===== config.mk =====
export PLATFORM = sky130hd
export DESIGN_NAME = bank_switch_mapper_with_irq_counter_unit
export DESIGN_NICKNAME = d
export VERILOG_FILES = /design/src/hdl/bsmirq_pkg.sv /design/src/hdl/bank_switch_mapper_with_irq_counter_unit.sv
export SDC_FILE = /design/constraint.sdc
export NUM_CORES = 1
export LEC_CHECK = 0
export ABC_CLOCK_PERIOD_IN_PS = 4010
export BUFFER_PORTS_ARGS = -buffer_cell sky130_fd_sc_hd__buf_2
export CORE_MARGIN = 8
export CORE_UTILIZATION = 45
export CTS_BUF_LIST = sky130_fd_sc_hd__clkbuf_2
export CTS_CLUSTER_DIAMETER = 60
export DETAILED_ROUTE_END_ITERATION = 12
export MAX_ROUTING_LAYER = met4
export PLACE_DENSITY = 0.65
export SETUP_SLACK_MARGIN = 0.3
export SKIP_LAST_GASP = 1
export SLEW_MARGIN = 30
export SYNTH_ARGS = -nofsm -noshare
export SYNTH_HDL_FRONTEND = slang
export SYNTH_SLANG_ARGS = --single-unit
export TNS_END_PERCENT = 50

===== constraint.sdc =====
create_clock -name clk_i -period 4.01 [get_ports clk_i]
set_clock_uncertainty 0.2 [all_clocks]
set_input_delay 0.6015 -clock clk_i [delete_from_list [all_inputs] [get_ports clk_i]]
set_output_delay 0.6015 -clock clk_i [all_outputs]
set_load 0.01 [all_outputs]

===== src/hdl/bsmirq_pkg.sv =====
// Shared types and constants for the bank switch mapper.
`default_nettype none
package bsmirq_pkg;

  typedef enum logic [1:0] {
    ACT_WRITE = 2'd0,
    ACT_TICK  = 2'd1,
    ACT_CPU   = 2'd2,
    ACT_PPU   = 2'd3
  } action_e;

  typedef enum logic [1:0] {
    SLOT_L0 = 2'd0,
    SLOT_H0 = 2'd1,
    SLOT_L1 = 2'd2,
    SLOT_H1 = 2'd3
  } slot_e;

  typedef struct packed {
    logic  ok;
    slot_e slot;
  } slot_t;

  localparam logic [3:0] PAGE_PRG_FIRST  = 4'h8;
  localparam logic [3:0] PAGE_MISC       = 4'h9;
  localparam logic [3:0] PAGE_PRG_MIDDLE = 4'hA;
  localparam logic [3:0] PAGE_CHR_B      = 4'hB;
  localparam logic [3:0] PAGE_CHR_C      = 4'hC;
  localparam logic [3:0] PAGE_CHR_D      = 4'hD;
  localparam logic [3:0] PAGE_CHR_E      = 4'hE;
  localparam logic [3:0] PAGE_IRQ        = 4'hF;

  localparam logic [7:0]        PRG_LAST_RESET  = 8'd31;
  localparam logic [7:0]        COUNT_MAX       = 8'hFF;
  localparam logic signed [9:0] PRESCALE_RELOAD = 10'sd341;
  localparam logic signed [9:0] PRESCALE_STEP   = 10'sd3;

  function automatic slot_t slot_decode(logic [3:0] nib);
    slot_t s;
    s.ok   = 1'b1;
    s.slot = SLOT_L0;
    case (nib)
      4'h0: s.slot = SLOT_L0;
      4'h2, 4'h8: s.slot = SLOT_H0;
      4'h1, 4'h4: s.slot = SLOT_L1;
      4'h3, 4'hC: s.slot = SLOT_H1;
      default: s.ok = 1'b0;
    endcase
    return s;
  endfunction

endpackage
`default_nettype wire


===== src/hdl/bank_switch_mapper_with_irq_counter_unit.sv =====
// An accepted input beat gives its result beat in the next cycle.
// Throughput: one beat per cycle unless out_stall_i holds a result beat; state
// updates and the lookup share one logic level between the input port and the
// result register. in_stall_o rises only while a result beat is held by out_stall_i.
// Reset: async active low; banks, IRQ state cleared, prescaler 341, last bank 31.
`default_nettype none
module bank_switch_mapper_with_irq_counter_unit #(
  parameter int CHR_WINDOWS = 8
) (
  input  logic                clk_i,
  input  logic                rst_ni,
  input  logic                cfg_we_i,
  input  logic [7:0]          cfg_wdata_i,
  input  logic                in_valid_i,
  output logic                in_stall_o,
  input  logic [1:0]          action_i,
  input  logic [15:0]         address_i,
  input  logic [7:0]          value_i,
  output logic                out_valid_o,
  input  logic                out_stall_i,
  output logic [7:0]          bank_o,
  output logic                irq_line_o,
  output logic [1:0]          mirroring_o
);
  import bsmirq_pkg::*;

  localparam int ChrIdxW = $clog2(CHR_WINDOWS);

  logic [7:0] prg_last_q;
  logic [4:0] prg_first_q, prg_first_d;
  logic [4:0] prg_middle_q, prg_middle_d;
  logic       swap_q, swap_d;
  logic [7:0] chr_q [CHR_WINDOWS];
  logic [7:0] chr_d [CHR_WINDOWS];
  logic [1:0] mirror_q, mirror_d;
  logic [7:0] reload_q, reload_d;
  logic [7:0] count_q, count_d;
  logic signed [9:0] presc_q, presc_d;
  logic       cycle_mode_q, cycle_mode_d;
  logic       irq_en_q, irq_en_d;
  logic       en_after_ack_q, en_after_ack_d;
  logic       pending_q, pending_d;

  logic       out_valid_q;
  logic [7:0] bank_q, bank_d;
  logic [1:0] mirror_out_q;
  logic       irq_out_q;

  logic              in_acc;
  action_e           act;
  logic [3:0]        page;
  slot_t             sd;
  logic              reg_hit;
  logic              clock_cnt;
  logic signed [9:0] presc_sub;
  logic [7:0]        second_last;
  logic [7:0]        prg_sel;
  logic [ChrIdxW-1:0] chr_widx;
  logic [1:0]        chr_page;

  assign in_stall_o = out_valid_q & out_stall_i;
  assign in_acc     = in_valid_i & ~in_stall_o;
  assign act        = action_e'(action_i);
  assign page       = address_i[15:12];
  assign sd         = slot_decode(address_i[3:0]);
  assign reg_hit    = page[3] && (address_i[11:4] == 8'h00) && sd.ok;
  assign presc_sub  = presc_q - PRESCALE_STEP;
  assign second_last = prg_last_q - 8'd1;
  assign chr_page   = 2'(page - PAGE_CHR_B);
  assign chr_widx   = ChrIdxW'({chr_page, sd.slot[1]});

  always_comb begin
    case (address_i[14:13])
      2'd0: prg_sel = swap_q ? second_last : {3'b000, prg_first_q};
      2'd1: prg_sel = {3'b000, prg_middle_q};
      2'd2: prg_sel = swap_q ? {3'b000, prg_first_q} : second_last;
      default: prg_sel = prg_last_q;
    endcase
  end

  always_comb begin
    prg_first_d    = prg_first_q;
    prg_middle_d   = prg_middle_q;
    swap_d         = swap_q;
    chr_d          = chr_q;
    mirror_d       = mirror_q;
    reload_d       = reload_q;
    count_d        = count_q;
    presc_d        = presc_q;
    cycle_mode_d   = cycle_mode_q;
    irq_en_d       = irq_en_q;
    en_after_ack_d = en_after_ack_q;
    pending_d      = pending_q;
    bank_d         = 8'h00;
    clock_cnt      = 1'b0;

    if (in_acc) begin
      case (act)
        ACT_WRITE: begin
          if (reg_hit) begin
            case (page)
              PAGE_PRG_FIRST: prg_first_d = value_i[4:0];
              PAGE_MISC: begin
                if (!sd.slot[1]) begin
                  mirror_d = value_i[1:0];
                end else begin
                  swap_d = value_i[1];
                end
              end
              PAGE_PRG_MIDDLE: prg_middle_d = value_i[4:0];
              PAGE_CHR_B, PAGE_CHR_C, PAGE_CHR_D, PAGE_CHR_E: begin
                if (sd.slot[0]) begin
                  chr_d[chr_widx] = {value_i[3:0], chr_q[chr_widx][3:0]};
                end else begin
                  chr_d[chr_widx] = {chr_q[chr_widx][7:4], value_i[3:0]};
                end
              end
              PAGE_IRQ: begin
                case (sd.slot)
                  SLOT_L0: reload_d = {reload_q[7:4], value_i[3:0]};
                  SLOT_H0: reload_d = {value_i[3:0], reload_q[3:0]};
                  SLOT_L1: begin
                    cycle_mode_d   = value_i[2];
                    irq_en_d       = value_i[1];
                    en_after_ack_d = value_i[0];
                    if (value_i[1]) begin
                      count_d = reload_q;
                      presc_d = PRESCALE_RELOAD;
                    end
                    pending_d = 1'b0;
                  end
                  default: begin
                    pending_d = 1'b0;
                    irq_en_d  = en_after_ack_q;
                  end
                endcase
              end
              default: ;
            endcase
          end
        end
        ACT_TICK: begin
          if (irq_en_q) begin
            if (cycle_mode_q) begin
              clock_cnt = 1'b1;
            end else begin
              presc_d = presc_sub;
              if (presc_sub <= 10'sd0) begin
                presc_d   = presc_sub + PRESCALE_RELOAD;
                clock_cnt = 1'b1;
              end
            end
          end
        end
        ACT_CPU: begin
          if (address_i[15]) begin
            bank_d = prg_sel & prg_last_q;
          end
        end
        ACT_PPU: begin
          if (address_i[15:13] == 3'b000) begin
            bank_d = chr_q[address_i[10 +: ChrIdxW]];
          end
        end
        default: ;
      endcase
    end

    if (clock_cnt) begin
      if (count_q == COUNT_MAX) begin
        count_d   = reload_q;
        pending_d = 1'b1;
      end else begin
        count_d = count_q + 8'd1;
      end
    end
  end

  always_ff @(posedge clk_i or negedge rst_ni) begin
    if (!rst_ni) begin
      prg_last_q     <= PRG_LAST_RESET;
      prg_first_q    <= '0;
      prg_middle_q   <= '0;
      swap_q         <= 1'b0;
      for (int i = 0; i < CHR_WINDOWS; i++) begin
        chr_q[i] <= '0;
      end
      mirror_q       <= '0;
      reload_q       <= '0;
      count_q        <= '0;
      presc_q        <= PRESCALE_RELOAD;
      cycle_mode_q   <= 1'b0;
      irq_en_q       <= 1'b0;
      en_after_ack_q <= 1'b0;
      pending_q      <= 1'b0;
      out_valid_q    <= 1'b0;
    end else begin
      if (cfg_we_i) begin
        prg_last_q <= cfg_wdata_i;
      end
      prg_first_q    <= prg_first_d;
      prg_middle_q   <= prg_middle_d;
      swap_q         <= swap_d;
      chr_q          <= chr_d;
      mirror_q       <= mirror_d;
      reload_q       <= reload_d;
      count_q        <= count_d;
      presc_q        <= presc_d;
      cycle_mode_q   <= cycle_mode_d;
      irq_en_q       <= irq_en_d;
      en_after_ack_q <= en_after_ack_d;
      pending_q      <= pending_d;
      if (in_acc) begin
        out_valid_q <= 1'b1;
      end else if (!out_stall_i) begin
        out_valid_q <= 1'b0;
      end
    end
  end

  // result payload, loaded per accepted beat
  always_ff @(posedge clk_i) begin
    if (in_acc) begin
      bank_q       <= bank_d;
      irq_out_q    <= pending_d;
      mirror_out_q <= mirror_d;
    end
  end

  assign out_valid_o = out_valid_q;
  assign bank_o      = bank_q;
  assign irq_line_o  = irq_out_q;
  assign mirroring_o = mirror_out_q;

endmodule
`default_nettype wire


# --- Yosys cells after proc, flatten, opt, wreduce, memory -nomap -nowiden ---
# Index checks and enable logic that the tools add are counted.
op_classes:
  n_reduce_logical: 32
  n_lt_le_gt_ge: 4
  n_bitwise: 9
  muxes: 56
  addsub: 5
  eq_ne: 29
op_table:
  columns: ["operator", "count"]
  rows:
  - ["$mux W8", 17]
  - ["$bwmux W64", 2]
  - ["$mux W10", 7]
  - ["$mux W64", 1]
  - ["$bmux W8 S3", 2]
  - ["$eq A4 B4 Y1 const B", 10]
  - ["$pmux W8 S2", 2]
  - ["$demux W8 S3", 1]
  - ["$pmux W8 S3", 1]
  - ["$pmux W10 S2", 1]
  - ["$reduce_and A6 Y1", 3]
  - ["$mux W1", 15]
  - ["$reduce_and A5 Y1", 3]
  - ["$reduce_bool A2 Y1", 7]
  - ["$ne A2 B2 Y1 const B", 6]
  - ["$reduce_and A4 Y1", 3]
  - ["$add A10 B10 Y10 const B", 1]
  - ["$le A10 B1 Y1 const B", 1]
  - ["$mux W2", 5]
  - ["$sub A10 B3 Y10 const B", 1]
  - ["$add A8 B1 Y8 const B", 1]
  - ["$and A8 B8 Y8", 1]
  - ["$eq A2 B2 Y1 const B", 4]
  - ["$eq A4 B2 Y1 const B", 2]
  - ["23 further kinds", 38]
word_totals:
  out_inout_bits: 13
  inputBits: 39
  ff_bits: 127

# --- Logic depth before layout (Yosys ltp) ---
# Gate-level depths: netlist of the first run.
logic_depth:
  depth_word: 12
  mapped_depth: 12

# --- Worst setup path before layout of the first run ---
# Ideal clock, no wire load.
synth_timing:
  path_type: "input-to-reg"
  from: "in address_i[12]"
  to: "reg chr_q[39] (netlist bit)"
  t_arrival_ps: 3294
  path_stages: 9
  path_slack_ps: 439
  cell_sequence: "inv_1 > clkbuf_1 > buf_1 > ha_1 > clkbuf_1 > nor4_1 > nand2_1 > and3_1 > a21oi_1"
synth_via:
  elab_chain_len: 8
  word_cells_on_any_way: 19
  cone_classes: "add/sub (1); order compare (2); eq/ne (4); mux (8); bitwise (1); reduce/logical (3)"
synth_lines:
  columns: ["item", "line", "source"]
  rows:
  - ["start: declaration", "bank_switch_mapper_with_irq_counter_unit.sv:17", "input logic [15:0] address_i,"]
  - ["$sub A2 B2 Y2", "bank_switch_mapper_with_irq_counter_unit.sv:69", "assign chr_page = 2'(page - PAGE_CHR_B);"]
  - ["$not A3 Y4 (not written as such)", "bank_switch_mapper_with_irq_counter_unit.sv:113, bank_switch_mapper_with_irq_counter_unit.sv:115", null]
  - ["$ge A4 B4 Y1 (not written as such) / $lt A4 B1 Y1 (equally long branches)", "bank_switch_mapper_with_irq_counter_unit.sv:113, bank_switch_mapper_with_irq_counter_unit.sv:115", null]
  - ["$logic_and A1 B1 Y1 (not written as such)", "bank_switch_mapper_with_irq_counter_unit.sv:113, bank_switch_mapper_with_irq_counter_unit.sv:115", null]
  - ["$mux W8 (not written as such)", "bank_switch_mapper_with_irq_counter_unit.sv:113, bank_switch_mapper_with_irq_counter_unit.sv:115", null]
  - ["$demux W8 S3", "bank_switch_mapper_with_irq_counter_unit.sv:113, bank_switch_mapper_with_irq_counter_unit.sv:115", null]
  - ["$bwmux W64, on equally long branches", "bank_switch_mapper_with_irq_counter_unit.sv:115, bank_switch_mapper_with_irq_counter_unit.sv:113", null]
  - ["$mux W64", "bank_switch_mapper_with_irq_counter_unit.sv:112", "if (sd.slot[0]) begin"]
  - ["end signal: assignment", "bank_switch_mapper_with_irq_counter_unit.sv:204", "chr_q <= chr_d;"]
  - ["end: declaration", "bank_switch_mapper_with_irq_counter_unit.sv:33", "logic [7:0] chr_q [CHR_WINDOWS];"]
# Several ways; a longest one is shown, not always the timed one. The select of a mux whose other input is x is not followed.
# A chain may end at the register's enable or synchronous reset.

# --- Final worst setup path of the first run ---
layout_timing:
  from: "reg presc_q[2]"
  to: "reg count_q[5]"
layout_via:
  elab_chain_len: 9
  word_cells_on_any_way: 15
  cone_classes: "add/sub (1); order compare (1); mux (6); reduce/logical (7)"
layout_lines:
  columns: ["item", "line", "source"]
  rows:
  - ["start: declaration", "bank_switch_mapper_with_irq_counter_unit.sv:38", "logic signed [9:0] presc_q, presc_d;"]
  - ["start signal: assignment", "bank_switch_mapper_with_irq_counter_unit.sv:208", "presc_q <= presc_d;"]
  - ["$sub A10 B3 Y10 (*)", "bank_switch_mapper_with_irq_counter_unit.sv:67", "assign presc_sub = presc_q - PRESCALE_STEP;"]
  - ["$le A10 B1 Y1 (*)", "bank_switch_mapper_with_irq_counter_unit.sv:148", "if (presc_sub <= 10'sd0) begin"]
  - ["$mux W1 (*)", "bank_switch_mapper_with_irq_counter_unit.sv:148", null]
  - ["$mux W1 (*)", "bank_switch_mapper_with_irq_counter_unit.sv:144", "if (cycle_mode_q) begin"]
  - ["$mux W1 (*)", "bank_switch_mapper_with_irq_counter_unit.sv:143", "if (irq_en_q) begin"]
  - ["$mux W1 (*)", "bank_switch_mapper_with_irq_counter_unit.sv:98", "case (act)"]
  - ["$mux W1 (*)", "bank_switch_mapper_with_irq_counter_unit.sv:97", "if (in_acc) begin"]
  - ["$reduce_bool A2 Y1 (no line)", null, null]
  - ["$reduce_and A6 Y1 (no line)", null, null]
  - ["end signal: assignment", "bank_switch_mapper_with_irq_counter_unit.sv:207", "count_q <= count_d;"]
  - ["end: declaration", "bank_switch_mapper_with_irq_counter_unit.sv:37", "logic [7:0] count_q, count_d;"]
# Every way passes the cells marked *; elsewhere a longest branch is shown, timed or not.

==> impl_results.md, run 1 <==
- Outcome: finished clean
- Number of inserted filler cells in the final layout: 1694
- Max-slew violations: 0
- Setup Total Neg Slack: 0 ps
- Critical path's slowest cell: dfstp_4
- Launch point of the worst reg-to-reg path: presc_q[2]
- DP Worst Slack: between 500 and 600 ps
- Transition at the pin with the smallest max-transition slack: 850 ps
- Number of nets in the layout: 984
- CP Class: reg2reg
- Arrival time at the worst endpoint: 3950 ps
- Fraction of registers with async set or reset after synthesis: 91.3%
- Die Y: roughly 150 µm
- Average cell area after synthesis: 9.37 µm²
- Met3 wirelength from detailed routing: roughly 1800 µm
- Xor/xnor cell area share of the yosys netlist: 0.847%
- Last weighted congestion value of the routability-driven placer: about 0.94
- Number of nets with antenna violations after routing: 0
- Number of enable flip-flop cells after synthesis: 11
- Largest stage delay on the critical path: 770 ps
- Element type at the critical path start: register
- Combinational family with the most area after synthesis: compound AO/OA/AOI/OAI gates
- Number of DRC violations after detailed routing: 0
- Portion of the post-synthesis area used by sequential elements: 39.2%
- Number of buffer and inverter instances along the worst setup path: 1
- Number of DRC markers after the initial detailed-route iteration: 653
- Layout area overhead: 10.6%
- Source-to-sink clock delay at the later pin of the worst-skew pair: 740 ps
- Detailed-routing iteration count for the pre-antenna-repair pass: 6
- Main flop type after synthesis: dfrtp_1
- Largest net degree at the start of global routing: 62
- Initial Util: between 40 and 50%
- Ports placed on the boundary: 52
- Standard-cell rows: 49
- Dominant cells by area after synthesis: dfrtp_1, mux4_2, mux2_2
- First element of the critical path: presc_q[2]
- Total clock buffers created by CTS: 17
- Wire length of the first global-routing pass: 39100 µm
- Initial antenna violation count: 2
- Number of cells in the design after placement: 1123
- Detail Placement HPWL: 16700 µm
- Critical Path End Type: register
- DIE AREA: 23000 µm²
- Post-synthesis compound-gate area fraction: 22.3%
- Overall global routing resource usage: 22.6%
- Class of the tightest hold or removal check: in2reg
- Worst IR drop on VDD: 0.000139 V
- Number of vias per cell after detailed routing: 6.36
- Clock transition at the registers of the reported paths: 210 ps
- Total number of vias: 7482
- Final Hold Violating Endpoints: 0
- WL final: 24500 µm
- Mapped Area: 8280 µm²
- CTS Root Cell: clkbuf_2
- Clock tree from TritonCTS: done
- DIE WIDTH: 152 µm
- Clock tree sinks: 127
- Port Buffer Count: between 40 and 50
- H-tree depth reported by CTS: 4
- Maximum number of buffers from clock root to sink: 2
- Power density over the cells: about 260 nW/µm²
- Adder and majority cell fraction of the synthesized area: 1.93%
- GR Overflow Total: 0
- Maximum clock frequency: 0.285 GHz
- Worst slew margin relative to its limit: 42.9%
- Number of non-filler instances in the completed layout: 1177
- Highest metal used: met4
- Crit Path Max Fanout: 19
- Share of the clock period used by the worst path after layout: ~87%
- Startpoint of the worst hold path: cfg_we_i
- Shortest clock period the worst path allows after layout: 3510 ps
- Net Count, Synth: 934
- Yosys reg bits: between 100 and 150
- Power share of the sequential group: 55.7%
- Net switching power of the design: 728 µW
- Routed metal-1 wire length: 10400 µm
- Logic gate share of total power: ~14%
- Static leakage power: between 0.003 and 0.004 µW
- Share of cells above drive strength 1: 21.4%
- Cell variety after synth: a little under 80
- Average routed wire per standard cell: roughly 21 µm
- Number of global-route vias before repair: 7154
- Internal Dissipation: about 1700 µW
- Worst Path Required: about 4500 ps
- Critical-path cell list: inv_1 > ha_1 > and2_0 > maj3_1 > o211ai_4 > nand2_2 > or4b_1 > o211a_1
- Part of the power in the clock network: between 30 and 40%
- Cell type group with the largest total delay on the critical path: simple AND/OR/NAND/NOR gates
- Detail Route met2 WL: 11600 µm
- Yosys warnings: 0
- Portion of synthesized cell area occupied by the leading cell type: 32.0%
- Final setup violation count: 0
- Setup repair after global routing missed its margin: no
- Net Sw Frac: 30.6%
- Max-cap viol count: 0
- Post-Synthesis Cells: slightly below 900
- Largest area contributor in the netlist: dfrtp_1
- Core Region: 18000 µm²
- Final setup margin: 502 ps
- Post-synthesis share of cell area spent on and, or, nand and nor gates: 18.1%
- Post-synthesis mux area share: about an eighth
## layout by cell type, fill, tap and decap left out, types with 6 or more instances in the layout
cell | synthesis | routed
o22a_1 | 6 | 6
mux4_2 | 24 | 24
a22oi_1 | 15 | 15
ha_1 | 12 | 12
clkbuf_2 | 0 | 20
buf_2 | 6 | 47
nor3_1 | 15 | 15
nand2b_1 | 6 | 6
nor4_1 | 10 | 10
mux2_2 | 37 | 37
a32oi_1 | 17 | 17
dfrtp_1 | 106 | 106
inv_1 | 29 | 29
a21oi_1 | 54 | 54
nand3_1 | 43 | 43
o22ai_1 | 10 | 10
nand2_1 | 63 | 63
or3_1 | 6 | 6
nor2_1 | 103 | 103
buf_4 | 12 | 32
a311oi_1 | 14 | 14
nor2b_1 | 10 | 10
mux2i_1 | 7 | 7
o21ai_0 | 30 | 30
edfxtp_1 | 11 | 11
nand4_1 | 13 | 13
and2_1 | 14 | 14
o211ai_1 | 20 | 20
dlygate4sd3_1 | 0 | 20
dfstp_2 | 10 | 9
a31oi_1 | 25 | 25
a221oi_1 | 10 | 10
## synthesized netlist by cell type, types with 7 or more instances
cell type    n
ha_1        12
dfrtp_1    106
o211ai_1    20
inv_1       29
mux4_2      24
nor2_1     103
a31oi_1     25
nor3_1      15
o21ai_0     30
o22ai_1     10
a22oi_1     15
nor2b_1     10
nand4_1     13
mux2_2      37
clkbuf_1    45
a21oi_1     54
and2_1      14
buf_4       12
mux2i_1      7
nand3_1     43
a311oi_1    14
edfxtp_1    11
nand2_1     63
nor4_1      10
a221oi_1    10
dfstp_2     10
a32oi_1     17
## layer usage
layer,global-route usage (%),vias up
met5,-,-
met4,8.82,0
met3,5.05,64
met2,34.3,330
met1,29.0,3614
li1,-,3474
## kinds of logic after synthesis
group	Yosys count
simple gates	309
fa+ha+maj	13
compound gates	259
xor+xnor	8
buf+inv	99
flops	127
mux	68
## power by group through the flow
stage                     Clock, µW  Combinational, µW  Sequential [µW]
after CTS                       744                330             1330
after floorplan                   0                178             1350
after global placement            0                310             1350
final                           720                335             1330
after detailed placement          0                312             1350
after global routing            800                363             1330
## through the flow
stage	total power [µW]	utilization (%)	hold WS, ps	area, µm²
final	2380	50.8	70.9	9150
after global routing	2490	50.8	13.2	9150
after CTS	2400	50.7	6.98	9150
after detailed placement	1660	48.5	271	8750
after global placement	1660	48.5	258	8740
after floorplan	1530	-	106	8280
## worst reg2reg max path: stages, from the launching register on
cell      delay [ps]
dfstp_4          770
inv_1            110
ha_1             300
and2_0           320
maj3_1           510
o211ai_4         340
nand2_2          200
or4b_1           540
o211a_1          120
## final timing paths
path	cells past startpoint	end	slack (ps)
worst max-delay path	8	count_q[5]	500
worst min-delay path	2	prg_last_q[7]	70
worst max register to register	8	count_q[5]	500
worst min register to register	2	reload_q[1]	310
max in group asynchronous	3	presc_q[8]	2450
min in group asynchronous	2	presc_q[5]	270
## final cells by class
cell class                 instances  area [µm²]  share of cell area (%)
tap                              229         287                    3.13
timing repair buffer             100         696                    7.60
clock buffer                      20         100                    1.09
clock inverter                    12        97.6                    1.07
sequential                       127        3250                    35.5
antenna                            2        5.00                  0.0547
inverter                          30         113                    1.23
multi-input combinational        657        4610                    50.3
## state kept, by name, summed over array words and instances, names as in the netlist, 2 cells and up
name and count:
prg_first_q 5, presc_q 10, mirroring_o 2, chr_q 64, count_q 8, prg_last_q 8
mirror_q 2, bank_o 8, reload_q 8, prg_middle_q 5
## timing repair
action                                 CTS  global route
endpoints found under the hold margin   73             0
setup buffers                            0             0
hold buffers                            20             0
gates resized for setup                  0             1
setup endpoints to repair                0             1
(Power assumes the default switching activity.)
==> inputs of run 2 (changes only) <==
--- a/config.mk
+++ b/config.mk
@@ -5,8 +5,10 @@
 export SDC_FILE = /design/constraint.sdc
 export NUM_CORES = 1
 export LEC_CHECK = 0
+export ABC_AREA = 1
 export ABC_CLOCK_PERIOD_IN_PS = 4010
 export BUFFER_PORTS_ARGS = -buffer_cell sky130_fd_sc_hd__buf_2
+export CORE_ASPECT_RATIO = 0.7
 export CORE_MARGIN = 8
 export CORE_UTILIZATION = 45
 export CTS_BUF_LIST = sky130_fd_sc_hd__clkbuf_2
==> impl_results.md, run 2 <==
- Outcome: finished clean (unchanged)
- Resized Gates After CTS: 0 (unchanged)
- Yosys warnings: 0 (unchanged)
- Layout area overhead: 12.7% (was 10.6%)
- Number of inserted filler cells in the final layout: 1706 (was 1694)
- Class of the tightest hold or removal check: in2reg (unchanged)
- Number of cells on the worst reg-to-reg path: 10 (was 8)
- Share of cells above drive strength 1: 13.4% (was 21.4%)
- Last weighted congestion value of the routability-driven placer: 0.906 (was 0.936)
- Maximum clock frequency: 0.375 GHz (was 0.285 GHz)
- Post-CTS setup buffers: 0 (unchanged)
- Hold_ws: 53.7 ps (was 70.9 ps)
- CTS Root Cell: clkbuf_2 (unchanged)
- Overall global routing resource usage: 22.0% (was 22.6%)
- Most common cell in the synthesized netlist: nor2_1 (was dfrtp_1)
- Initial Util: 45.9% (about the same)
- Initial antenna violation count: 1 (was 2)
- Portion of synthesized cell area occupied by the leading cell type: 33.8% (was 32.0%)
- Net Count, Synth: 1122 (was 934)
- Number of DRC markers after the initial detailed-route iteration: 807 (was 653)
- Total clock buffers created by CTS: 17 (unchanged)
- Fraction of registers with async set or reset after synthesis: 91.3% (unchanged)
- DIE AREA: 22000 µm² (was 23000 µm²)
- Net switching power of the design: 1060 µW (was 728 µW)
- Power density over the cells: 341 nW/µm² (was 260 nW/µm²)
- Number of global-route vias before repair: 6886 (was 7154)
- Final setup violation count: 0 (unchanged)
- Utilization after layout: 51.7% (was 50.8%)
- WL final: 23600 µm (was 24500 µm)
- Number of vias per cell after detailed routing: 5.53 (was 6.36)
- CP Class: reg2reg (unchanged)
- Max-cap viol count: 0 (unchanged)
- Power share of the sequential group: 47.3% (was 55.7%)
- Startpoint of the worst hold path: action_i[1] (was cfg_we_i)
- Ports placed on the boundary: 52 (unchanged)
- Number of DRC violations after detailed routing: 0 (unchanged)
- Detail Placement HPWL: 16600 µm (was 16700 µm)
- Launch point of the worst reg-to-reg path: presc_q[2] (unchanged)
- Worst slew margin relative to its limit: 50.2% (was 42.9%)
- Main flop type after synthesis: dfrtp_1 (unchanged)
- Number of buffers inserted for hold repair after clock tree synthesis: 28 (was 20)
- Share of the clock period used by the worst path after layout: 66.5% (was 87.5%)
- Standard-cell rows: 40 (was 49)
- Clock transition at the registers of the reported paths: 200 ps (was 210 ps)
- Worst-case register-to-register setup slack: 1340 ps (was 500 ps)
- Maximum number of buffers from clock root to sink: 2 (unchanged)
- Largest register by flop count: chr_q (unchanged)
- Average routed wire per standard cell: 16.9 µm (was 20.8 µm)
- Logic gate share of total power: 24.8% (was 14.1%)
- Average cell area after synthesis: 7.34 µm² (was 9.37 µm²)
- Post-Synthesis Cells: 1071 (was 883)
- Detailed-routing iteration count for the pre-antenna-repair pass: 7 (was 6)
- DIE WIDTH: 174 µm (was 152 µm)
- Crit Path Max Fanout: 18 (was 19)
- GR Overflow Total: 0 (unchanged)
- Mapped Area: 7860 µm² (was 8280 µm²)
- Most instantiated cells after synthesis: nor2_1, nand2_1, nand3_1 (was dfrtp_1, nor2_1, nand2_1)
- Static leakage power: 0.00419 µW (was 0.00373 µW)
- Portion of the post-synthesis area used by sequential elements: 41.3% (was 39.2%)
- Most common cell after layout, fill and taps aside: nor2_1 (was dfrtp_1)
- Number of nets in the layout: 1198 (was 984)
- Critical Path End Type: register (unchanged)
- Cell variety after synth: 49 (was 78)
- Shortest clock period the worst path allows after layout: 2670 ps (was 3510 ps)
- Source-to-sink clock delay at the later pin of the worst-skew pair: 720 ps (was 740 ps)
- Clock tree sinks: 127 (unchanged)
- Setup repair after global routing missed its margin: no (unchanged)
- Post-layout total power: 3020 µW (was 2380 µW)
- Part of the power in the clock network: 27.9% (was 30.2%)
- Arrival time at the worst endpoint: 2910 ps (was 3950 ps)
- Largest registers: chr_q x64, presc_q x10 (unchanged)
- Worst reg2reg path endpoint: irq_line_o (was count_q[5])
- Die Y: 127 µm (was 152 µm)
- Core Region: 17100 µm² (was 18000 µm²)
- Wire length of the first global-routing pass: 37700 µm (was 39100 µm)
- Number of enable flip-flop cells after synthesis: 11 (unchanged)
- Final Hold Violating Endpoints: 0 (unchanged)
- Max-slew violations: 0 (unchanged)
- Hold path cells: 4 (was 2)
- Number of nets with antenna violations after routing: 0 (unchanged)
- Sink of the worst hold path: presc_q[9] (was prg_last_q[7])
- Max FFs per register: 64 (unchanged)
- Port Buffer Count: 48 (unchanged)
- Element type at the critical path start: register (unchanged)
- Number of cells in the design after placement: 1330 (was 1123)
- Internal Dissipation: 1960 µW (was 1650 µW)
- Commonest cells after routing, fill and taps aside: nor2_1, nand2_1, nand3_1, o21ai_0 (was dfrtp_1, nor2_1, nand2_1, a21oi_1, buf_2)
- Setup Total Neg Slack: 0 ps (unchanged)
- Worst Path Required: 4250 ps (was 4450 ps)
- Dominant cells by area after synthesis: dfrtp_1, nor2_1, nand3_1 (was dfrtp_1, mux4_2, mux2_2)
- Yosys reg bits: 127 (unchanged)
- Worst IR drop on VDD: 0.000185 V (was 0.000139 V)
- Net Sw Frac: 35.1% (was 30.6%)
- Largest area contributor in the netlist: dfrtp_1 (unchanged)
- Transition at the pin with the smallest max-transition slack: 739 ps (was 850 ps)
- Number of non-filler instances in the completed layout: 1392 (was 1177)
- Total number of vias: 7697 (was 7482)
- H-tree depth reported by CTS: 4 (unchanged)
- Clock tree from TritonCTS: done (unchanged)
- Largest net degree at the start of global routing: 63 (was 62)
==> run 2: changes by cell type after synthesis, sizes merged, moves of 52 or more <==
| cell | delta |
|---|---|
| a21oi | +52 |
| inv | +70 |
| nand2 | +110 |
| nand3 | +83 |
| nor2 | +97 |
| o21ai | +83 |
==> run 2: per-stage QoR <==
stage / setup WS (ps) / area, µm²
floorplan: 1180 / 7860
global placement: 1080 / 8330
detailed placement: 1050 / 8330
CTS: 1380 / 8840
global route: 1180 / 8860
finish: 1340 / 8860
==> run 2: critical path, cell delays in order (launching register included) <==
cell and delay, ps:
dfstp_2 640, inv_2 80, ha_1 170, nand2_1 120, nand2_2 100, nor2_4 150
nand3_2 130, xor2_4 230, nand3_4 170, nand2_4 230, o21ai_1 150
==> run 2: per-layer routing <==
layer | vias to the layer above | global-route usage [%] | wire, µm
li1 | 3760 | - | -
met1 | 3610 | 33.4 | 11800
met2 | 303 | 29.6 | 9620
met3 | 24 | 3.59 | 1950
met4 | 0 | 5.41 | 206
met5 | - | - | 0
==> run 2: cell type report <==
class	count	area, µm²	area share [%]
diodes	1	2.50	0.0283
inverters	108	415	4.69
clock inverters	9	118	1.33
multi-input cells	808	4070	45.9
well taps	231	289	3.26
flip-flops and latches	127	3250	36.6
clock buffers	23	115	1.30
repair buffers	85	606	6.84
==> run 2: power by group through the flow <==
stage               clock [µW]  combinational, µW  sequential (µW)
floorplan                    0                512             1440
global placement             0                703             1450
detailed placement           0                710             1450
CTS                        849                738             1430
global route               916                837             1440
finish                     841                748             1430
==> run 2: worst max-delay path by stage <==
| stage | end | cells after the start | slack (ps) | from |
|---|---|---|---|---|
| 5_1_grt | irq_line_o | 10 | 1180 | presc_q[2] |
| 4_1_cts | irq_line_o | 10 | 1380 | presc_q[2] |
| 2_1_floorplan | chr_q[56] | 11 | 1180 | address_i[12] |
| 3_5_place_dp | chr_q[25] | 8 | 1050 | address_i[12] |
| 3_3_place_gp | chr_q[25] | 8 | 1080 | address_i[12] |
| 6_report | irq_line_o | 10 | 1340 | presc_q[2] |
==> run 2: cell families after synthesis <==
family / after synthesis / share of synthesized area (%)
AOI/OAI and AO/OA: 265 / 18.8
xor gates and xnor gates: 9 / 1.34
adders and majority gates: 12 / 1.91
buffers and inverters: 136 / 7.05
DFF: 127 / 41.3
muxes: 5 / 0.685
and+or+nand+nor: 517 / 28.9
==> inputs of run 3 (changes only) <==
--- a/config.mk
+++ b/config.mk
@@ -6,7 +6,7 @@
 export NUM_CORES = 1
 export LEC_CHECK = 0
 export ABC_AREA = 1
-export ABC_CLOCK_PERIOD_IN_PS = 4010
+export ABC_CLOCK_PERIOD_IN_PS = 2200
 export BUFFER_PORTS_ARGS = -buffer_cell sky130_fd_sc_hd__buf_2
 export CORE_ASPECT_RATIO = 0.7
 export CORE_MARGIN = 8
@@ -15,7 +15,7 @@
 export CTS_CLUSTER_DIAMETER = 60
 export DETAILED_ROUTE_END_ITERATION = 12
 export MAX_ROUTING_LAYER = met4
-export PLACE_DENSITY = 0.65
+export PLACE_DENSITY = 0.68
 export SETUP_SLACK_MARGIN = 0.3
 export SKIP_LAST_GASP = 1
 export SLEW_MARGIN = 30
==> constraint.sdc (replaced) <==
create_clock -name clk_i -period 2.2 [get_ports clk_i]
set_clock_uncertainty 0.2 [all_clocks]
set_input_delay 0.33 -clock clk_i [delete_from_list [all_inputs] [get_ports clk_i]]
set_output_delay 0.33 -clock clk_i [all_outputs]
set_load 0.01 [all_outputs]
==> impl_results.md, run 3 (same netlist as run 2, synthesis figures left out) <==
- Outcome: finished, violations left (was finished clean)
- Violations in the final reports: setup timing
- Last weighted congestion value of the routability-driven placer: 0.961 (was 0.906)
- Most common cell after layout, fill and taps aside: nand2_1 (was nor2_1)
- Element type at the critical path start: register (unchanged)
- Number of cells in the design after placement: 1415 (was 1330)
- Critical Path End Type: register (unchanged)
- Startpoint of the worst hold path: action_i[0] (was action_i[1])
- DIE WIDTH: 174 µm (unchanged)
- Total clock buffers created by CTS: 17 (unchanged)
- Max-cap viol count: 0 (unchanged)
- Number of non-filler instances in the completed layout: 1516 (was 1392)
- Class of the tightest hold or removal check: in2reg (unchanged)
- Detailed-routing iteration count for the pre-antenna-repair pass: 9 (was 7)
- Share of the clock period used by the worst path after layout: 103% (was 66.5%)
- Worst slew margin relative to its limit: 20.8% (was 50.2%)
- Overall global routing resource usage: 24.7% (was 22.0%)
- Final setup violation count: 14 (was 0)
- Post-layout total power: 6430 µW (was 3020 µW)
- Part of the power in the clock network: 25.2% (was 27.9%)
- Share of cells above drive strength 1: 31.5% (was 13.4%)
- Final setup margin: -72.8 ps (was 1340 ps)
- H-tree depth reported by CTS: 4 (unchanged)
- Setup repair after global routing missed its margin: yes (was no)
- Source-to-sink clock delay at the later pin of the worst-skew pair: 750 ps (was 720 ps)
- Worst Path Required: 2650 ps (was 4250 ps)
- Port Buffer Count: 48 (unchanged)
- Shortest clock period the worst path allows after layout: 2270 ps (was 2670 ps)
- Logic gate share of total power: 34.3% (was 24.8%)
- Number of nets with antenna violations after routing: 0 (unchanged)
- Number of inserted filler cells in the final layout: 1430 (was 1706)
- Power share of the sequential group: 40.5% (was 47.3%)
- GR Overflow Total: 0 (unchanged)
- Static leakage power: 0.00496 µW (was 0.00419 µW)
- Ports placed on the boundary: 52 (unchanged)
- Crit Path Max Fanout: 18 (unchanged)
- Standard-cell rows: 40 (unchanged)
- Core Region: 17100 µm² (unchanged)
- Clock tree from TritonCTS: done (unchanged)
- Commonest cells after routing, fill and taps aside: nand2_1, nor2_1, nand3_1, dfrtp_1, o21ai_0 (was nor2_1, nand2_1, nand3_1, o21ai_0)
- Net switching power of the design: 2440 µW (was 1060 µW)
- DIE AREA: 22000 µm² (unchanged)
- Hold path cells: 6 (was 4)
- Layout area overhead: 40.8% (was 12.7%)
- Number of DRC violations after detailed routing: 0 (unchanged)
- Max-slew violations: 0 (unchanged)
- Number of vias per cell after detailed routing: 5.70 (was 5.53)
- Number of DRC markers after the initial detailed-route iteration: 1181 (was 807)
- CP Class: reg2reg (unchanged)
- Detail Placement HPWL: 18400 µm (was 16600 µm)
- Area after detailed placement: 9200 µm² (was 8330 µm²)
- Number of cells on the worst reg-to-reg path: 13 (was 10)
- Largest registers: chr_q x64, presc_q x10 (unchanged)
- CTS Root Cell: clkbuf_2 (unchanged)
- Largest net degree at the start of global routing: 72 (was 63)
- Maximum number of buffers from clock root to sink: 2 (unchanged)
- Net Sw Frac: 38.0% (was 35.1%)
- Worst IR drop on VDD: 0.000448 V (was 0.000185 V)
- Total number of vias: 8642 (was 7697)
- Cell area after layout: 11100 µm² (was 8860 µm²)
- Number of nets in the layout: 1323 (was 1198)
- Setup Total Neg Slack: -546 ps (was 0 ps)
- Final Hold Violating Endpoints: 0 (unchanged)
- Internal Dissipation: 3990 µW (was 1960 µW)
- First element of the critical path: presc_q[0] (was presc_q[2])
- Initial Util: 45.9% (unchanged)
- Transition at the pin with the smallest max-transition slack: 1180 ps (was 739 ps)
- Average routed wire per standard cell: 18.5 µm (was 16.9 µm)
- Die Y: 127 µm (unchanged)
- Arrival time at the worst endpoint: 2720 ps (was 2910 ps)
- WL final: 28100 µm (was 23600 µm)
- Clock transition at the registers of the reported paths: 230 ps (was 200 ps)
- Wire length of the first global-routing pass: 42400 µm (was 37700 µm)
- Initial antenna violation count: 0 (was 1)
- Maximum clock frequency: 0.440 GHz (was 0.375 GHz)
- Power density over the cells: 581 nW/µm² (was 341 nW/µm²)
- Count of antenna diodes in the layout: 0 (was 1)
- Number of global-route vias before repair: 7972 (was 6886)
- Largest register by flop count: chr_q (unchanged)
- Max FFs per register: 64 (unchanged)
- Clock tree sinks: 127 (unchanged)
- Launch point of the worst reg-to-reg path: presc_q[0] (was presc_q[2])
-- run 3: cell types whose count changed in the layout (fill, tap and decap cells not counted), sizes merged --
cell and delta:
inv +1, clkinvlp +2, buf +100, clkinv +3, clkbuf -5, diode -1
dlygate4sd3 +15, nand2 +9
-- run 3: final timing paths --
kind                                 to  slack, ps
min reg2reg                   pending_q        310
max reg2reg                  count_q[1]        -70
min                        cycle_mode_q         60
max in group asynchronous     chr_q[41]        860
min in group asynchronous    presc_q[3]        510
max                          count_q[1]        -70
-- run 3: critical path: stages, from the launching register on --
cell     delay (ps)
dfstp_2         680
ha_4            160
inv_2            50
nand2_2          90
nor2_1           50
nand2_1          80
nand2_2          80
nor2_4          130
nand3_4         120
nand3_4         140
nand2_8         120
buf_4           160
nand3_1          60
nand2_1          60
-- run 3: metal layers --
| metal | share of wire, % | global-route usage [%] | vias to the layer above | wire [µm] |
|---|---|---|---|---|
| li1 | - | - | 4029 | - |
| met1 | 45 | 36.3 | 4068 | 12500 |
| met2 | 41 | 32.0 | 501 | 11600 |
| met3 | 13 | 8.39 | 44 | 3560 |
| met4 | 1.7 | 4.61 | 0 | 464 |
| met5 | 0 | - | - | 0 |
-- run 3: metrics by stage --
step / util, % / worst slack, ps / hold slack, ps
finish: 64.7 / -72.8 / 55.6
global route: 64.7 / -204 / 36.4
floorplan: - / -80.0 / -166
detailed placement: 53.8 / -202 / 143
CTS: 59.0 / -38.0 / 2.78
global placement: 53.8 / -172 / 142
-- run 3: final cells by class --
class	instances	area, µm²	share of cell area (%)
clock buffers	17	85.1	0.769
clock inverters	15	170	1.54
inverters	108	539	4.87
multi-input cells	817	5050	45.6
flip-flops and latches	127	3250	29.3
well taps	231	289	2.61
repair buffers	201	1690	15.3
-- run 3: power by group through the flow --
stage | Sequential, µW | Clock (µW) | Combinational, µW
after floorplan | 2630 | 0 | 978
after global placement | 2630 | 0 | 1670
after detailed placement | 2630 | 0 | 1700
after CTS | 2600 | 1620 | 2010
after global routing | 2620 | 1730 | 2380
final | 2600 | 1620 | 2210
-- run 3: timing repair --
action / 4_1_cts / 5_1_grt
setup buffers: 6 / 8
setup endpoints to repair: 98 / 123
pin swaps: 10 / 17
hold buffers: 41 / 3
gates resized for setup: 44 / 189
hold endpoints to repair: 169 / 6
gates cloned: 1 / 10
